File: src/hdl/pcma_pkg.sv
`timescale 1ns / 1ps
`default_nettype none

package pcma_pkg;

  // Default sizes of the block.
  localparam int unsigned ADC_BITS_DEF     = 12;
  localparam int unsigned WINDOW_DEPTH_DEF = 20;

  // Fixed register widths.
  localparam int unsigned APC_W      = 16;
  localparam int unsigned GAIN_W     = 8;
  localparam int unsigned CFG_DATA_W = 16;
  localparam int unsigned CFG_IDX_W  = 2;

  // Register reset values.
  localparam int unsigned MID_RESET  = 2048;
  localparam int unsigned APC_RESET  = 754;
  localparam int unsigned GAIN_RESET = 20;

  // Sizes of the serial arithmetic unit at the default configuration.
  localparam int unsigned SUM_W_DEF   = 18;
  localparam int unsigned AVG_W_DEF   = 29;
  localparam int unsigned DIVISOR_DEF = 40;

  typedef enum logic [CFG_IDX_W-1:0] {
    CFG_MIDPOINT = 2'd0,
    CFG_APC      = 2'd1,
    CFG_GAIN     = 2'd2
  } cfg_reg_e;

endpackage

`default_nettype wire

File: src/hdl/phase_current_moving_average.sv
// An accepted request passes through S_READ, S_UPD, S_CALC and S_DONE before its result
// reaches the output register. A new request is taken only after the last one has left
// S_DONE, as the bit-serial multiply, constant divide and gain multiply in the pcma_serial
// unit work on one request at a time.
// Reset (rst_ni, asynchronous, active low) clears control, the ring valid bits, the
// window sum and write index, and loads the register defaults; no clearing pass is needed.
`timescale 1ns / 1ps
`default_nettype none

module phase_current_moving_average #(
  parameter int unsigned WINDOW_DEPTH = pcma_pkg::WINDOW_DEPTH_DEF,
  parameter int unsigned ADC_BITS     = pcma_pkg::ADC_BITS_DEF
) (
  input  logic                                                 clk_i,
  input  logic                                                 rst_ni,
  // Configuration write port.
  input  logic                                                 cfg_we_i,
  input  logic [pcma_pkg::CFG_IDX_W-1:0]                       cfg_idx_i,
  input  logic [pcma_pkg::CFG_DATA_W-1:0]                      cfg_wdata_i,
  // Sample requests.
  input  logic                                                 in_valid_i,
  output logic                                                 in_ready_o,
  input  logic [ADC_BITS-1:0]                                  phase_b_sample_i,
  input  logic [ADC_BITS-1:0]                                  phase_c_sample_i,
  // Results.
  output logic                                                 out_valid_o,
  input  logic                                                 out_ready_i,
  output logic [ADC_BITS+1:0]                                  weighted_current_o,
  output logic [ADC_BITS+pcma_pkg::APC_W:0]                    avg_current_q16_o,
  output logic [ADC_BITS+pcma_pkg::APC_W+pcma_pkg::GAIN_W:0]   power_q16_o
);

  localparam int unsigned APC_W     = pcma_pkg::APC_W;
  localparam int unsigned GAIN_W    = pcma_pkg::GAIN_W;
  localparam int unsigned WGT_W     = ADC_BITS + 2;
  localparam int unsigned WGT_LIMIT = 5 << (ADC_BITS - 1);
  localparam int unsigned SUM_MAX   = WINDOW_DEPTH * WGT_LIMIT;
  localparam int unsigned SUM_W     = $clog2(SUM_MAX + 1);
  localparam int unsigned AVG_W     = ADC_BITS + APC_W + 1;
  localparam int unsigned PWR_W     = AVG_W + GAIN_W;
  localparam int unsigned IDX_W     = (WINDOW_DEPTH > 1) ? $clog2(WINDOW_DEPTH) : 1;
  localparam int unsigned DIVISOR   = 2 * WINDOW_DEPTH;

  // Sequencer: a request and its old ring entry are registered in S_IDLE, S_READ waits, the
  // sum and ring are updated and the serial unit started in S_UPD, S_CALC waits for the
  // serial unit and S_DONE hands the result to the output register.
  typedef enum logic [4:0] {
    S_IDLE = 5'b00001,
    S_READ = 5'b00010,
    S_UPD  = 5'b00100,
    S_CALC = 5'b01000,
    S_DONE = 5'b10000
  } state_e;

  state_e state_q, state_d;

  // Configuration registers.
  logic [ADC_BITS-1:0] mid_q;
  logic [APC_W-1:0]    apc_q;
  logic [GAIN_W-1:0]   gain_q;

  // Ring of recent weighted values, kept as a memory. Each entry has a valid bit so that
  // an entry not yet written since reset reads as zero.
  logic [WGT_W-1:0]        ring_q [WINDOW_DEPTH];
  logic [WINDOW_DEPTH-1:0] vld_q;
  logic [WGT_W-1:0]        old_raw_q;
  logic                    old_vld_q;
  logic [WGT_W-1:0]        old_val;

  logic [IDX_W-1:0] widx_q, widx_d;
  logic [SUM_W-1:0] sum_q, sum_d;
  logic [WGT_W-1:0] weighted_q;

  // Weighted current datapath.
  logic [ADC_BITS-1:0] diff_b, diff_c;
  logic [ADC_BITS+2:0] wgt_raw;
  logic [WGT_W-1:0]    wgt_sat;

  // Output register.
  logic             out_valid_q, out_valid_d;
  logic [WGT_W-1:0] out_wgt_q;
  logic [AVG_W-1:0] out_avg_q;
  logic [PWR_W-1:0] out_pwr_q;

  logic             in_acc;
  logic             load;
  logic             arith_done;
  logic [AVG_W-1:0] arith_avg;
  logic [PWR_W-1:0] arith_pwr;

  assign in_ready_o = (state_q == S_IDLE);
  assign in_acc     = in_valid_i && in_ready_o;
  assign load       = (state_q == S_DONE) && (!out_valid_q || out_ready_i);

  // Configuration writes. Indexes beyond the register list are ignored.
  always_ff @(posedge clk_i or negedge rst_ni) begin
    if (!rst_ni) begin
      mid_q  <= ADC_BITS'(pcma_pkg::MID_RESET);
      apc_q  <= APC_W'(pcma_pkg::APC_RESET);
      gain_q <= GAIN_W'(pcma_pkg::GAIN_RESET);
    end else if (cfg_we_i) begin
      unique case (cfg_idx_i)
        pcma_pkg::CFG_MIDPOINT: mid_q  <= cfg_wdata_i[ADC_BITS-1:0];
        pcma_pkg::CFG_APC:      apc_q  <= cfg_wdata_i[APC_W-1:0];
        pcma_pkg::CFG_GAIN:     gain_q <= cfg_wdata_i[GAIN_W-1:0];
        default: begin
          mid_q <= mid_q;
        end
      endcase
    end
  end

  // The weighted value is twice the phase B magnitude plus three times the phase C
  // magnitude, in half counts. It saturates at the full-scale limit before it enters the
  // ring, so the window sum can never overflow.
  always_comb begin
    diff_b  = (phase_b_sample_i >= mid_q) ? (phase_b_sample_i - mid_q)
                                          : (mid_q - phase_b_sample_i);
    diff_c  = (phase_c_sample_i >= mid_q) ? (phase_c_sample_i - mid_q)
                                          : (mid_q - phase_c_sample_i);
    wgt_raw = {2'b00, diff_b, 1'b0} + {2'b00, diff_c, 1'b0} + {3'b000, diff_c};
    wgt_sat = (wgt_raw > (ADC_BITS+3)'(WGT_LIMIT)) ? WGT_W'(WGT_LIMIT)
                                                   : wgt_raw[WGT_W-1:0];
  end

  // The entry being replaced counts as zero until it has been written once.
  assign old_val = old_vld_q ? old_raw_q : '0;

  always_comb begin
    sum_d  = sum_q + SUM_W'(weighted_q) - SUM_W'(old_val);
    widx_d = (widx_q == IDX_W'(WINDOW_DEPTH - 1)) ? '0 : (widx_q + 1'b1);
  end

  // Ring memory: read at request time with registered data, written in S_UPD.
  always_ff @(posedge clk_i) begin
    if (in_acc) begin
      old_raw_q  <= ring_q[widx_q];
      old_vld_q  <= vld_q[widx_q];
      weighted_q <= wgt_sat;
    end
    if (state_q == S_UPD) begin
      ring_q[widx_q] <= weighted_q;
    end
  end

  always_ff @(posedge clk_i or negedge rst_ni) begin
    if (!rst_ni) begin
      vld_q  <= '0;
      widx_q <= '0;
      sum_q  <= '0;
    end else if (state_q == S_UPD) begin
      vld_q[widx_q] <= 1'b1;
      widx_q        <= widx_d;
      sum_q         <= sum_d;
    end
  end

  always_comb begin
    state_d = state_q;
    unique case (state_q)
      S_IDLE: begin
        if (in_acc) begin
          state_d = S_READ;
        end
      end
      S_READ: begin
        state_d = S_UPD;
      end
      S_UPD: begin
        state_d = S_CALC;
      end
      S_CALC: begin
        if (arith_done) begin
          state_d = S_DONE;
        end
      end
      S_DONE: begin
        if (load) begin
          state_d = S_IDLE;
        end
      end
      default: begin
        state_d = S_IDLE;
      end
    endcase
  end

  always_ff @(posedge clk_i or negedge rst_ni) begin
    if (!rst_ni) begin
      state_q <= S_IDLE;
    end else begin
      state_q <= state_d;
    end
  end

  // The serial unit forms sum * amps_per_count, divides it by twice the window depth
  // and multiplies the truncated average by the gain. It takes the new sum directly so
  // that it can start in the same cycle as the sum update.
  pcma_serial #(
    .SUM_W   (SUM_W),
    .AVG_W   (AVG_W),
    .DIVISOR (DIVISOR)
  ) u_serial (
    .clk_i   (clk_i),
    .rst_ni  (rst_ni),
    .start_i (state_q == S_UPD),
    .sum_i   (sum_d),
    .apc_i   (apc_q),
    .gain_i  (gain_q),
    .done_o  (arith_done),
    .avg_o   (arith_avg),
    .power_o (arith_pwr)
  );

  // Output register. It holds a finished result while the next request is worked on.
  always_comb begin
    out_valid_d = out_valid_q;
    if (load) begin
      out_valid_d = 1'b1;
    end else if (out_ready_i) begin
      out_valid_d = 1'b0;
    end
  end

  always_ff @(posedge clk_i or negedge rst_ni) begin
    if (!rst_ni) begin
      out_valid_q <= 1'b0;
    end else begin
      out_valid_q <= out_valid_d;
    end
  end

  always_ff @(posedge clk_i) begin
    if (load) begin
      out_wgt_q <= weighted_q;
      out_avg_q <= arith_avg;
      out_pwr_q <= arith_pwr;
    end
  end

  assign out_valid_o        = out_valid_q;
  assign weighted_current_o = out_wgt_q;
  assign avg_current_q16_o  = out_avg_q;
  assign power_q16_o        = out_pwr_q;

`ifndef SYNTH
  a_sum_bound: assert property (@(posedge clk_i) disable iff (!rst_ni)
    sum_q <= SUM_W'(SUM_MAX))
    else $error("window sum exceeds its bound");

  a_widx_range: assert property (@(posedge clk_i) disable iff (!rst_ni)
    widx_q <= IDX_W'(WINDOW_DEPTH - 1))
    else $error("write index beyond the ring");

  a_load_valid: assert property (@(posedge clk_i) disable iff (!rst_ni)
    load |=> out_valid_q)
    else $error("result loaded but not presented");
`endif

endmodule

`default_nettype wire

File: src/hdl/pcma_serial.sv
`timescale 1ns / 1ps
`default_nettype none

module pcma_serial #(
  parameter int unsigned SUM_W   = pcma_pkg::SUM_W_DEF,
  parameter int unsigned AVG_W   = pcma_pkg::AVG_W_DEF,
  parameter int unsigned DIVISOR = pcma_pkg::DIVISOR_DEF
) (
  input  logic                                   clk_i,
  input  logic                                   rst_ni,
  input  logic                                   start_i,
  input  logic [SUM_W-1:0]                       sum_i,
  input  logic [pcma_pkg::APC_W-1:0]             apc_i,
  input  logic [pcma_pkg::GAIN_W-1:0]            gain_i,
  output logic                                   done_o,
  output logic [AVG_W-1:0]                       avg_o,
  output logic [AVG_W+pcma_pkg::GAIN_W-1:0]      power_o
);

  localparam int unsigned APC_W  = pcma_pkg::APC_W;
  localparam int unsigned GAIN_W = pcma_pkg::GAIN_W;
  localparam int unsigned PROD_W = SUM_W + APC_W;
  localparam int unsigned PWR_W  = AVG_W + GAIN_W;
  localparam int unsigned RW     = $clog2(DIVISOR);
  localparam int unsigned CNT_W  = $clog2(PROD_W);

  typedef enum logic [3:0] {
    A_IDLE = 4'b0001,
    A_MUL  = 4'b0010,
    A_DIV  = 4'b0100,
    A_PWR  = 4'b1000
  } arith_state_e;

  arith_state_e state_q, state_d;
  logic [CNT_W-1:0]  cnt_q, cnt_d;
  logic [PROD_W-1:0] p_q;
  logic [SUM_W-1:0]  m_q;
  logic [RW-1:0]     rem_q;
  logic [PWR_W-1:0]  x_q;

  logic [SUM_W:0]    mul_add;
  logic [RW:0]       trial;
  logic              ge;
  logic [RW:0]       rem_sub;
  logic [AVG_W:0]    pwr_add;

  // Multiply step: shift-add, one multiplier bit per cycle from the LSB.
  // Divide step: restoring division by a constant, one quotient bit per cycle.
  always_comb begin
    mul_add = {1'b0, p_q[PROD_W-1:APC_W]} + (p_q[0] ? {1'b0, m_q} : '0);
    trial   = {rem_q, p_q[PROD_W-1]};
    ge      = (trial >= (RW+1)'(DIVISOR));
    rem_sub = ge ? (trial - (RW+1)'(DIVISOR)) : trial;
    pwr_add = {1'b0, x_q[PWR_W-1:GAIN_W]} + (x_q[0] ? {1'b0, p_q[AVG_W-1:0]} : '0);
  end

  always_comb begin
    state_d = state_q;
    cnt_d   = cnt_q;
    unique case (state_q)
      A_IDLE: begin
        if (start_i) begin
          state_d = A_MUL;
          cnt_d   = CNT_W'(APC_W - 1);
        end
      end
      A_MUL: begin
        if (cnt_q == '0) begin
          state_d = A_DIV;
          cnt_d   = CNT_W'(PROD_W - 1);
        end else begin
          cnt_d = cnt_q - 1'b1;
        end
      end
      A_DIV: begin
        if (cnt_q == '0) begin
          state_d = A_PWR;
          cnt_d   = CNT_W'(GAIN_W - 1);
        end else begin
          cnt_d = cnt_q - 1'b1;
        end
      end
      A_PWR: begin
        if (cnt_q == '0) begin
          state_d = A_IDLE;
        end else begin
          cnt_d = cnt_q - 1'b1;
        end
      end
      default: begin
        state_d = A_IDLE;
      end
    endcase
  end

  always_ff @(posedge clk_i or negedge rst_ni) begin
    if (!rst_ni) begin
      state_q <= A_IDLE;
      cnt_q   <= '0;
    end else begin
      state_q <= state_d;
      cnt_q   <= cnt_d;
    end
  end

  always_ff @(posedge clk_i) begin
    unique case (state_q)
      A_IDLE: begin
        if (start_i) begin
          p_q   <= {{SUM_W{1'b0}}, apc_i};
          m_q   <= sum_i;
          rem_q <= '0;
          x_q   <= {{AVG_W{1'b0}}, gain_i};
        end
      end
      A_MUL: begin
        p_q <= {mul_add, p_q[APC_W-1:1]};
      end
      A_DIV: begin
        p_q   <= {p_q[PROD_W-2:0], ge};
        rem_q <= rem_sub[RW-1:0];
      end
      A_PWR: begin
        x_q <= {pwr_add, x_q[GAIN_W-1:1]};
      end
      default: begin
        p_q <= p_q;
      end
    endcase
  end

  assign done_o  = (state_q == A_PWR) && (cnt_q == '0);
  assign avg_o   = p_q[AVG_W-1:0];
  assign power_o = x_q;

`ifndef SYNTH
  a_start_idle: assert property (@(posedge clk_i) disable iff (!rst_ni)
    start_i |-> state_q == A_IDLE)
    else $error("serial unit started while busy");

  a_rem_range: assert property (@(posedge clk_i) disable iff (!rst_ni)
    state_q == A_DIV |-> {1'b0, rem_q} < (RW+1)'(DIVISOR))
    else $error("division remainder out of range");

  a_quot_fits: assert property (@(posedge clk_i) disable iff (!rst_ni)
    state_q == A_PWR |-> p_q[PROD_W-1:AVG_W] == '0)
    else $error("average overflows its width");
`endif

endmodule

`default_nettype wire

File: config.mk
export PLATFORM = sky130hd
export DESIGN_NAME = phase_current_moving_average
export DESIGN_NICKNAME = d
export VERILOG_FILES = /design/src/hdl/pcma_pkg.sv /design/src/hdl/phase_current_moving_average.sv /design/src/hdl/pcma_serial.sv
export SDC_FILE = /design/constraint.sdc
export NUM_CORES = 1
export LEC_CHECK = 0
export BUFFER_PORTS_ARGS = -buffer_cell sky130_fd_sc_hd__buf_2
export CORE_AREA = 4 4 272 274
export CTS_BUF_LIST = sky130_fd_sc_hd__clkbuf_8
export DETAILED_ROUTE_END_ITERATION = 10
export DIE_AREA = 0 0 276 278
export SLEW_MARGIN = 20
export SYNTH_ARGS = -nofsm -noshare
export SYNTH_HDL_FRONTEND = slang
export SYNTH_HIERARCHICAL = 1
export SYNTH_SLANG_ARGS = --single-unit
File: constraint.sdc
create_clock -name clk_i -period 4.9 [get_ports clk_i]
set_input_delay 0.245 -clock clk_i [delete_from_list [all_inputs] [get_ports clk_i]]
set_output_delay 0.245 -clock clk_i [all_outputs]
set_load 0.005 [all_outputs]
==> reports/metrics.csv, run 1 <==
stage;metric;value;unit
outcome;status;finished with violations;
outcome;failing checks;setup timing;
clock_tree;worst-skew pair later-pin latency;0.69;ns
layout;share of layout cells above drive strength 1;0.262;
critical_path;crit path DAT;5.54;ns
timing;fmax;195;MHz
clock_tree;Sink Count;579;
logic_synthesis;Synth area leader;edfxtp_1;
timing;worst setup margin;-0.230;ns
logic_synthesis;#FFs+latches synth;579;
layout;final instance area;0.0345;mm2
timing;endpoints failing setup;14;
clock_tree;clock buffer depth;3;
global_route;initial antenna violation count;1;
placement;GP Congestion;0.872;
global_route;largest net degree at the start of global routing;67;
clock_tree;CTS tree;built;
logic_synthesis;synthesized area per cell;13.1;um2
clock_tree;H-tree Lvls;3;
min_path;Hold Path Class;input port to flip-flop;
detailed_routing;Highest Signal Layer;met4;
logic_synthesis;Mapped Nets;2430;
timing;Sum Neg Setup Slack;-2.73;ns
critical_path;critical path type;flip-flop to flip-flop;
power;combinational power share;0.525;
detailed_routing;final wirelength;71.2;mm
power;switching share of power;0.370;
detailed_routing;routed wl met2;33.9;mm
layout;synth-to-layout area growth;18.3;%
detailed_routing;Vias;18900;
detailed_routing;vias per std cell;5.31;
logic_synthesis;ys flop type;edfxtp_1;
global_route;vias in the first global route;19500;
logic_synthesis;top-count cell post-synth;edfxtp_1;
global_route;first-pass GRT wire length;111;mm
logic_synthesis;Area contributors post-synth;edfxtp_1 50%, dfrtp_1 7.2%, mux4_2 5.8%, ha_1 5.6%, nand2_1 2.6%;
power;switching power;8.74;mW
power;maximum vdd drop;0.935;mV
placement;IO Port Bufs;128;
logic_synthesis;Yosys top cell area share;0.498;
floorplan;Site Rows;98;
logic_synthesis;Post-synth EDFFs;484;
critical_path;CP startpoint kind;flip-flop;
logic_synthesis;Synth cell types;95;
layout;Net count, final;2738;
logic_synthesis;Synth top cells by count;484 x edfxtp_1, 200 x nand2_1, 153 x inv_1;
timing;setup repair after global routing missed its margin;yes;
timing;Hold WS;0.117;ns
logic_synthesis;sequential area share after synthesis;0.580;
placement;hpwl dp;48.2;mm
floorplan;Die Area;0.0767;mm2
logic_synthesis;Ys Warns;6;
clock_tree;clock slew at reported path FFs;0.06;ns
detailed_routing;post-DR wirelength/cell;20.0;um
logic_synthesis;FFs w/ async S/R, synth;0.164;
placement;area of placed instances;0.0316;mm2
timing;Slew HR;0.288;
floorplan;I/O pin cnt;129;
timing;Pins Over Slew Limit;0;
detailed_routing;antenna viol nets, final;0;
global_route;Congestion Overflow GR;0;
run;Max Cap Viol;0;
clock_tree;TritonCTS buffer count;97;
detailed_routing;drt drc;0;
floorplan;core box area;0.0714;mm2
detailed_routing;drt pass-1 iters;5;
timing;Setup Skew;0.0361;ns
detailed_routing;met3 routed wirelength;3.23;mm
timing;Slew @ Worst Pin;1.07;ns
layout;Cell Count, Final, Fillers Out;3556;
power;internal power;14.9;mW
clock_tree;clk root buf;clkbuf_8;
timing;Final period util;1.05;
logic_synthesis;synthesized instance count;2223;
layout;multi-input combinational cell area;0.0116;mm2
critical_path;maximum fanout along the worst path;7;
power;PwrDens;686;mW/mm2
floorplan;die width;276;um
power;sequential power share;0.290;
timing;final hold violations;0;
critical_path;Crit path required time;5.31;ns
layout;fillcell total;6341;
detailed_routing;DRT iter0 DRCs;1318;
global_route;Total GRT Usage;0.182;
timing;Final Critical Period;5.13;ns
logic_synthesis;Post-Syn Area;0.0292;mm2
detailed_routing;Met1 Wirelength;31.5;mm
layout;Reg area;0.0169;mm2
floorplan;Die Y-Extent;278;um
floorplan;Initial Utilization;0.409;
power;Pleak;13.8;nW
placement;post-placement cell count;3333;
power;Clk pwr share;0.185;
critical_path;crit end category;flip-flop;
[through the flow]
step / power [mW] / utilization / worst slack, ns
final: 23.7 / 0.484 / -0.230
after floorplan: 13.3 / - / 0.0198
after global routing: 25.2 / 0.484 / -0.426
after CTS: 22.7 / 0.478 / -0.152
after detailed placement: 16.8 / 0.442 / -0.500
after global placement: 16.6 / 0.442 / -0.359
[sequential cells by signal (all words and copies together), names as in the netlist, 16 cells and up]
register / flops
apc_q: 16
avg_current_q16_o: 29
power_q16_o: 37
sum_q: 18
ring_q: 280
u_serial/power_o: 37
u_serial/m_q: 18
u_serial/p_q: 34
vld_q: 20
[layout make-up]
cell class	instances	share of cell area
multi-input cells	1378	0.337
well taps	950	0.0344
clock buffers	104	0.0415
diodes	1	0.0000725
clock inverters	69	0.0158
flip-flops and latches	579	0.491
inverters	155	0.0169
repair buffers	320	0.0632
[layer usage]
metal	GRT usage	vias up
met3	0.0284	144
met5	0	-
met1	0.243	9439
met4	0.0681	0
met2	0.303	487
li1	-	8810
[worst max-delay path, cell delays in order (launching register included)]
cell and delay (ns):
dfrtp_1 0.35, ha_2 0.18, inv_2 0.04, fa_2 0.36, a21oi_4 0.15, o22ai_2 0.09, o22a_2 0.21, a41o_2 0.26
a31oi_4 0.23, buf_6 0.14, mux2i_2 0.20, xnor2_1 0.17, fa_2 0.53, ha_4 0.28, a211oi_4 0.27, o21ai_4 0.11
a211oi_4 0.27, buf_4 0.16, nor2_2 0.04, xnor2_1 0.14, and3_1 0.20, a211oi_4 0.27, buf_12 0.16, nor3b_2 0.04
[power groups by stage]
stage                     Clock (mW)  Sequential [mW]  Combinational [mW]
after floorplan                    0             6.89                6.43
after global placement             0             6.97                9.59
after detailed placement           0             6.98                9.78
after CTS                       4.50             6.88                11.3
after global routing            4.73             6.93                13.6
final                           4.37             6.87                12.4
[placed cells by master, fill, tap and decap left out, types with 11 or more instances in the layout]
| master | instances |
|---|---|
| a211oi_1 | 19 |
| a21o_1 | 57 |
| a21oi_1 | 82 |
| a221o_1 | 18 |
| a22oi_1 | 19 |
| and2_1 | 96 |
| and3_1 | 16 |
| buf_2 | 127 |
| buf_4 | 163 |
| clkbuf_8 | 104 |
| dfrtp_1 | 81 |
| dfstp_2 | 11 |
| dlygate4sd3_1 | 19 |
| edfxtp_1 | 484 |
| fa_1 | 26 |
| ha_1 | 119 |
| inv_1 | 179 |
| mux2_2 | 29 |
| mux2i_1 | 27 |
| mux4_2 | 75 |
| nand2_1 | 200 |
| nand3_1 | 21 |
| nand4_1 | 16 |
| nor2_1 | 79 |
| nor2b_1 | 11 |
| nor3_1 | 45 |
| o21a_1 | 17 |
| o21ai_0 | 80 |
| o21ai_1 | 12 |
| o21bai_1 | 15 |
| or2_2 | 23 |
| xnor2_1 | 50 |
| xor2_1 | 24 |
[worst paths after layout]
path	from	end	slack, ns	cells past startpoint
max	mid_q[0]	weighted_q[3]	-0.23	23
min	cfg_idx_i[1]	mid_q[5]	0.12	4
max reg2reg	mid_q[0]	weighted_q[3]	-0.23	23
min reg2reg	u_serial/power_o[5]	power_q16_o[5]	0.45	0
max in group asynchronous	rst_ni	mid_q[1]	3.55	3
min in group asynchronous	rst_ni	mid_q[6]	0.13	2
[logic make-up (layout without fill, tap and decap cells)]
logic type / count (synthesis) / count (layout) / synth area share
other: 0 / 1 / 0
flip-flops: 579 / 579 / 0.580
multiplexers: 139 / 139 / 0.0816
AO/OA/AOI/OAI: 421 / 421 / 0.0988
XOR/XNOR: 83 / 83 / 0.0252
buffers and inverters: 266 / 648 / 0.0394
AND/OR/NAND/NOR: 575 / 575 / 0.0982
adder cells (fa/ha/maj): 160 / 160 / 0.0764
[repair_timing]
action	4_1_cts	5_1_grt
gates resized for setup	60	48
endpoints found under the setup margin	14	14
hold endpoints to repair	85	0
hold buffers	19	0
pin swaps	39	39
setup buffers	17	16
No activity file was read; power rests on OpenSTA's default activity.
==> run 2, diff against run 1 <==
Settings changed: CORE_AREA 4 4 272 274 to 4 4 294 296, DIE_AREA 0 0 276 278 to 0 0 298 300.
==> run 2 against run 1 <==
The run still ends with setup timing left; via count hardly changed; sequential share of layout area increased by 0.22 points; wire length down 1.2%; highest routed layer unchanged; sequential power about the same; sequential cell count is the same; cell area is 0.42% lower.
==> reports/metrics.csv, run 2 (synthesis results as in run 1) <==
stage;metric;value;unit;change
run;Max Cap Viol;0;;unchanged
clock_tree;Sink Count;579;;unchanged
placement;hpwl dp;47.7;mm;was 48.2 mm
clock_tree;CTS tree;built;;unchanged
clock_tree;clock slew at reported path FFs;0.07;ns;was 0.06 ns
critical_path;critical path type;flip-flop to flip-flop;;unchanged
critical_path;CP startpoint kind;flip-flop;;unchanged
outcome;status;finished with violations;;unchanged
layout;max FFs per register;280;;unchanged
floorplan;Initial Utilization;0.349;;was 0.409
timing;Final period util;1.05;;about the same
critical_path;crit path DAT;5.59;ns;was 5.54 ns
layout;commonest cells after routing, fill and taps aside;484 x edfxtp_1, 200 x nand2_1, 174 x inv_1;;was 484 x edfxtp_1, 200 x nand2_1, 179 x inv_1
global_route;vias in the first global route;19500;;about the same
power;switching power;8.46;mW;was 8.74 mW
floorplan;I/O pin cnt;129;;unchanged
global_route;first-pass GRT wire length;109;mm;was 111 mm
layout;most common cell after layout, fill and taps aside;edfxtp_1;;unchanged
global_route;Total GRT Usage;0.154;;was 0.182
critical_path;slowest stage delay, CP;0.51;ns;was 0.53 ns
layout;share of layout cells above drive strength 1;0.255;;was 0.262
detailed_routing;DRT iter0 DRCs;1172;;was 1318
detailed_routing;drt drc;0;;unchanged
timing;Slew @ Worst Pin;1.06;ns;was 1.07 ns
timing;Hold WS;0.133;ns;was 0.117 ns
placement;post-placement cell count;3459;;was 3333
timing;fmax;195;MHz;about the same
detailed_routing;vias per std cell;5.14;;was 5.31
timing;endpoints failing setup;14;;unchanged
clock_tree;H-tree Lvls;3;;unchanged
timing;Final Critical Period;5.14;ns;was 5.13 ns
power;sequential power share;0.302;;was 0.290
timing;Sum Neg Setup Slack;-2.33;ns;was -2.73 ns
timing;Setup Skew;0.0425;ns;was 0.0361 ns
placement;GP Congestion;0.916;;was 0.872
floorplan;die width;298;um;was 276 um
power;PwrDens;659;mW/mm2;was 686 mW/mm2
floorplan;Site Rows;106;;was 98
detailed_routing;Vias;18900;;about the same
power;Clk pwr share;0.179;;was 0.185
power;switching share of power;0.374;;was 0.370
outcome;failing checks;setup timing;;unchanged
clock_tree;clock buffer depth;3;;unchanged
power;Design Power;22.6;mW;was 23.7 mW
critical_path;Crit path required time;5.35;ns;was 5.31 ns
timing;Pins Over Slew Limit;0;;unchanged
global_route;initial antenna violation count;1;;unchanged
floorplan;Die Y-Extent;300;um;was 278 um
layout;synth-to-layout area growth;17.8;%;was 18.3%
clock_tree;TritonCTS buffer count;93;;was 97
global_route;Congestion Overflow GR;0;;unchanged
power;internal power;14.2;mW;was 14.9 mW
timing;worst setup margin;-0.238;ns;was -0.230 ns
critical_path;crit end category;flip-flop;;unchanged
detailed_routing;final wirelength;70.3;mm;was 71.2 mm
power;Pleak;13.7;nW;was 13.8 nW
floorplan;core box area;0.0836;mm2;was 0.0714 mm2
clock_tree;worst-skew pair later-pin latency;0.71;ns;was 0.69 ns
critical_path;crit path cell chain;ha_2 -> inv_2 -> fa_2 -> a21oi_4 -> o22ai_2 -> o22a_2 -> a41o_2 -> a31oi_4 -> buf_12 -> mux2i_4 -> xnor2_2 -> fa_2 -> fa_2 -> a211oi_4 -> o21ai_2 -> a21oi_2 -> buf_4 -> o21ai_4 -> xnor2_2 -> a21o_1 -> a21o_1 -> and2_1;;was ha_2 -> inv_2 -> fa_2 -> a21oi_4 -> o22ai_2 -> o22a_2 -> a41o_2 -> a31oi_4 -> buf_6 -> mux2i_2 -> xnor2_1 -> fa_2 -> ha_4 -> a211oi_4 -> o21ai_4 -> a211oi_4 -> buf_4 -> nor2_2 -> xnor2_1 -> and3_1 -> a211oi_4 -> buf_12 -> nor3b_2
critical_path;maximum fanout along the worst path;6;;was 7
placement;IO Port Bufs;128;;unchanged
critical_path;Crit path top cell by count;fa_2;;was a211oi_4
timing;final hold violations;0;;unchanged
clock_tree;clk root buf;clkbuf_8;;unchanged
min_path;Hold Path Class;input port to flip-flop;;unchanged
detailed_routing;drt pass-1 iters;5;;unchanged
timing;Slew HR;0.294;;was 0.288
detailed_routing;post-DR wirelength/cell;19.2;um;was 20.0 um
floorplan;Die Area;0.0894;mm2;was 0.0767 mm2
power;combinational power share;0.519;;was 0.525
global_route;largest net degree at the start of global routing;59;;was 67
critical_path;Crit-path slowest cell;fa_2;;unchanged
timing;setup repair after global routing missed its margin;yes;;unchanged
layout;Cell Count, Final, Fillers Out;3669;;was 3556
power;maximum vdd drop;0.794;mV;was 0.935 mV
detailed_routing;antenna viol nets, final;0;;unchanged
layout;Net count, final;2719;;was 2738
layout;Reg with most FFs;ring_q;;unchanged
-- run 2: what timing repair did --
action	CTS	global route
hold buffers	19	0
pin swaps	31	30
resized for setup	39	52
endpoints found under the hold margin	87	0
endpoints found under the setup margin	14	14
gates cloned	0	0
buffers inserted	13	7
-- run 2: worst paths after layout --
path	startpoint	to	slack [ns]	depth (start not counted)
min reg2reg	u_serial/power_o[3]	power_q16_o[3]	0.45	0
min in group asynchronous	rst_ni	mid_q[6]	0.20	2
min	cfg_idx_i[1]	mid_q[11]	0.13	5
max in group asynchronous	rst_ni	sum_q[17]	3.56	3
max	mid_q[0]	weighted_q[8]	-0.24	22
max reg2reg	mid_q[0]	weighted_q[8]	-0.24	22
-- run 2: worst max-delay path: cells and delay by family (launching register included) --
family / cells / cell delay, ns
AO/OA/AOI/OAI: 11 / 1.98
multiplexers: 1 / 0.23
flip-flops: 1 / 0.36
XOR/XNOR: 2 / 0.30
adder cells (fa/ha/maj): 4 / 1.51
buffers and inverters: 3 / 0.33
AND/OR/NAND/NOR: 1 / 0.16
-- run 2: through the flow --
| stage | setup slack (ns) | util | cell area (um2) |
|---|---|---|---|
| 6_report | -0.238 | 0.411 | 34400 |
| 5_1_grt | -0.455 | 0.411 | 34400 |
| 4_1_cts | -0.250 | 0.407 | 34000 |
| 3_5_place_dp | -0.489 | 0.380 | 31700 |
| 3_3_place_gp | -0.435 | 0.380 | 31700 |
| 2_1_floorplan | 0.0198 | - | 29200 |
-- run 2: power by group through the flow --
stage	sequential [mW]	clock, mW	combinational, mW
CTS	6.85	4.17	10.9
global route	6.89	4.39	12.9
detailed placement	6.94	0	9.79
finish	6.84	4.04	11.8
global placement	6.93	0	9.60
floorplan	6.89	0	6.43
-- run 2: cell type report --
class | count | area, um2
Multi-Input combinational cell | 1378 | 11600
Sequential cell | 579 | 16900
Antenna cell | 1 | 2.50
Inverter | 155 | 582
Clock buffer | 101 | 1390
Fill cell | 7780 | 49200
Clock inverter | 70 | 432
Timing Repair Buffer | 305 | 2060
Tap cell | 1080 | 1350
-- run 2: layer usage --
metal  up-vias  track usage  routed length (um)
li1       8773            -                   -
met1      9401        0.201               30800
met2       565        0.260               33400
met3       137       0.0260                3820
met4         0       0.0554                2340
met5         -            0                   0
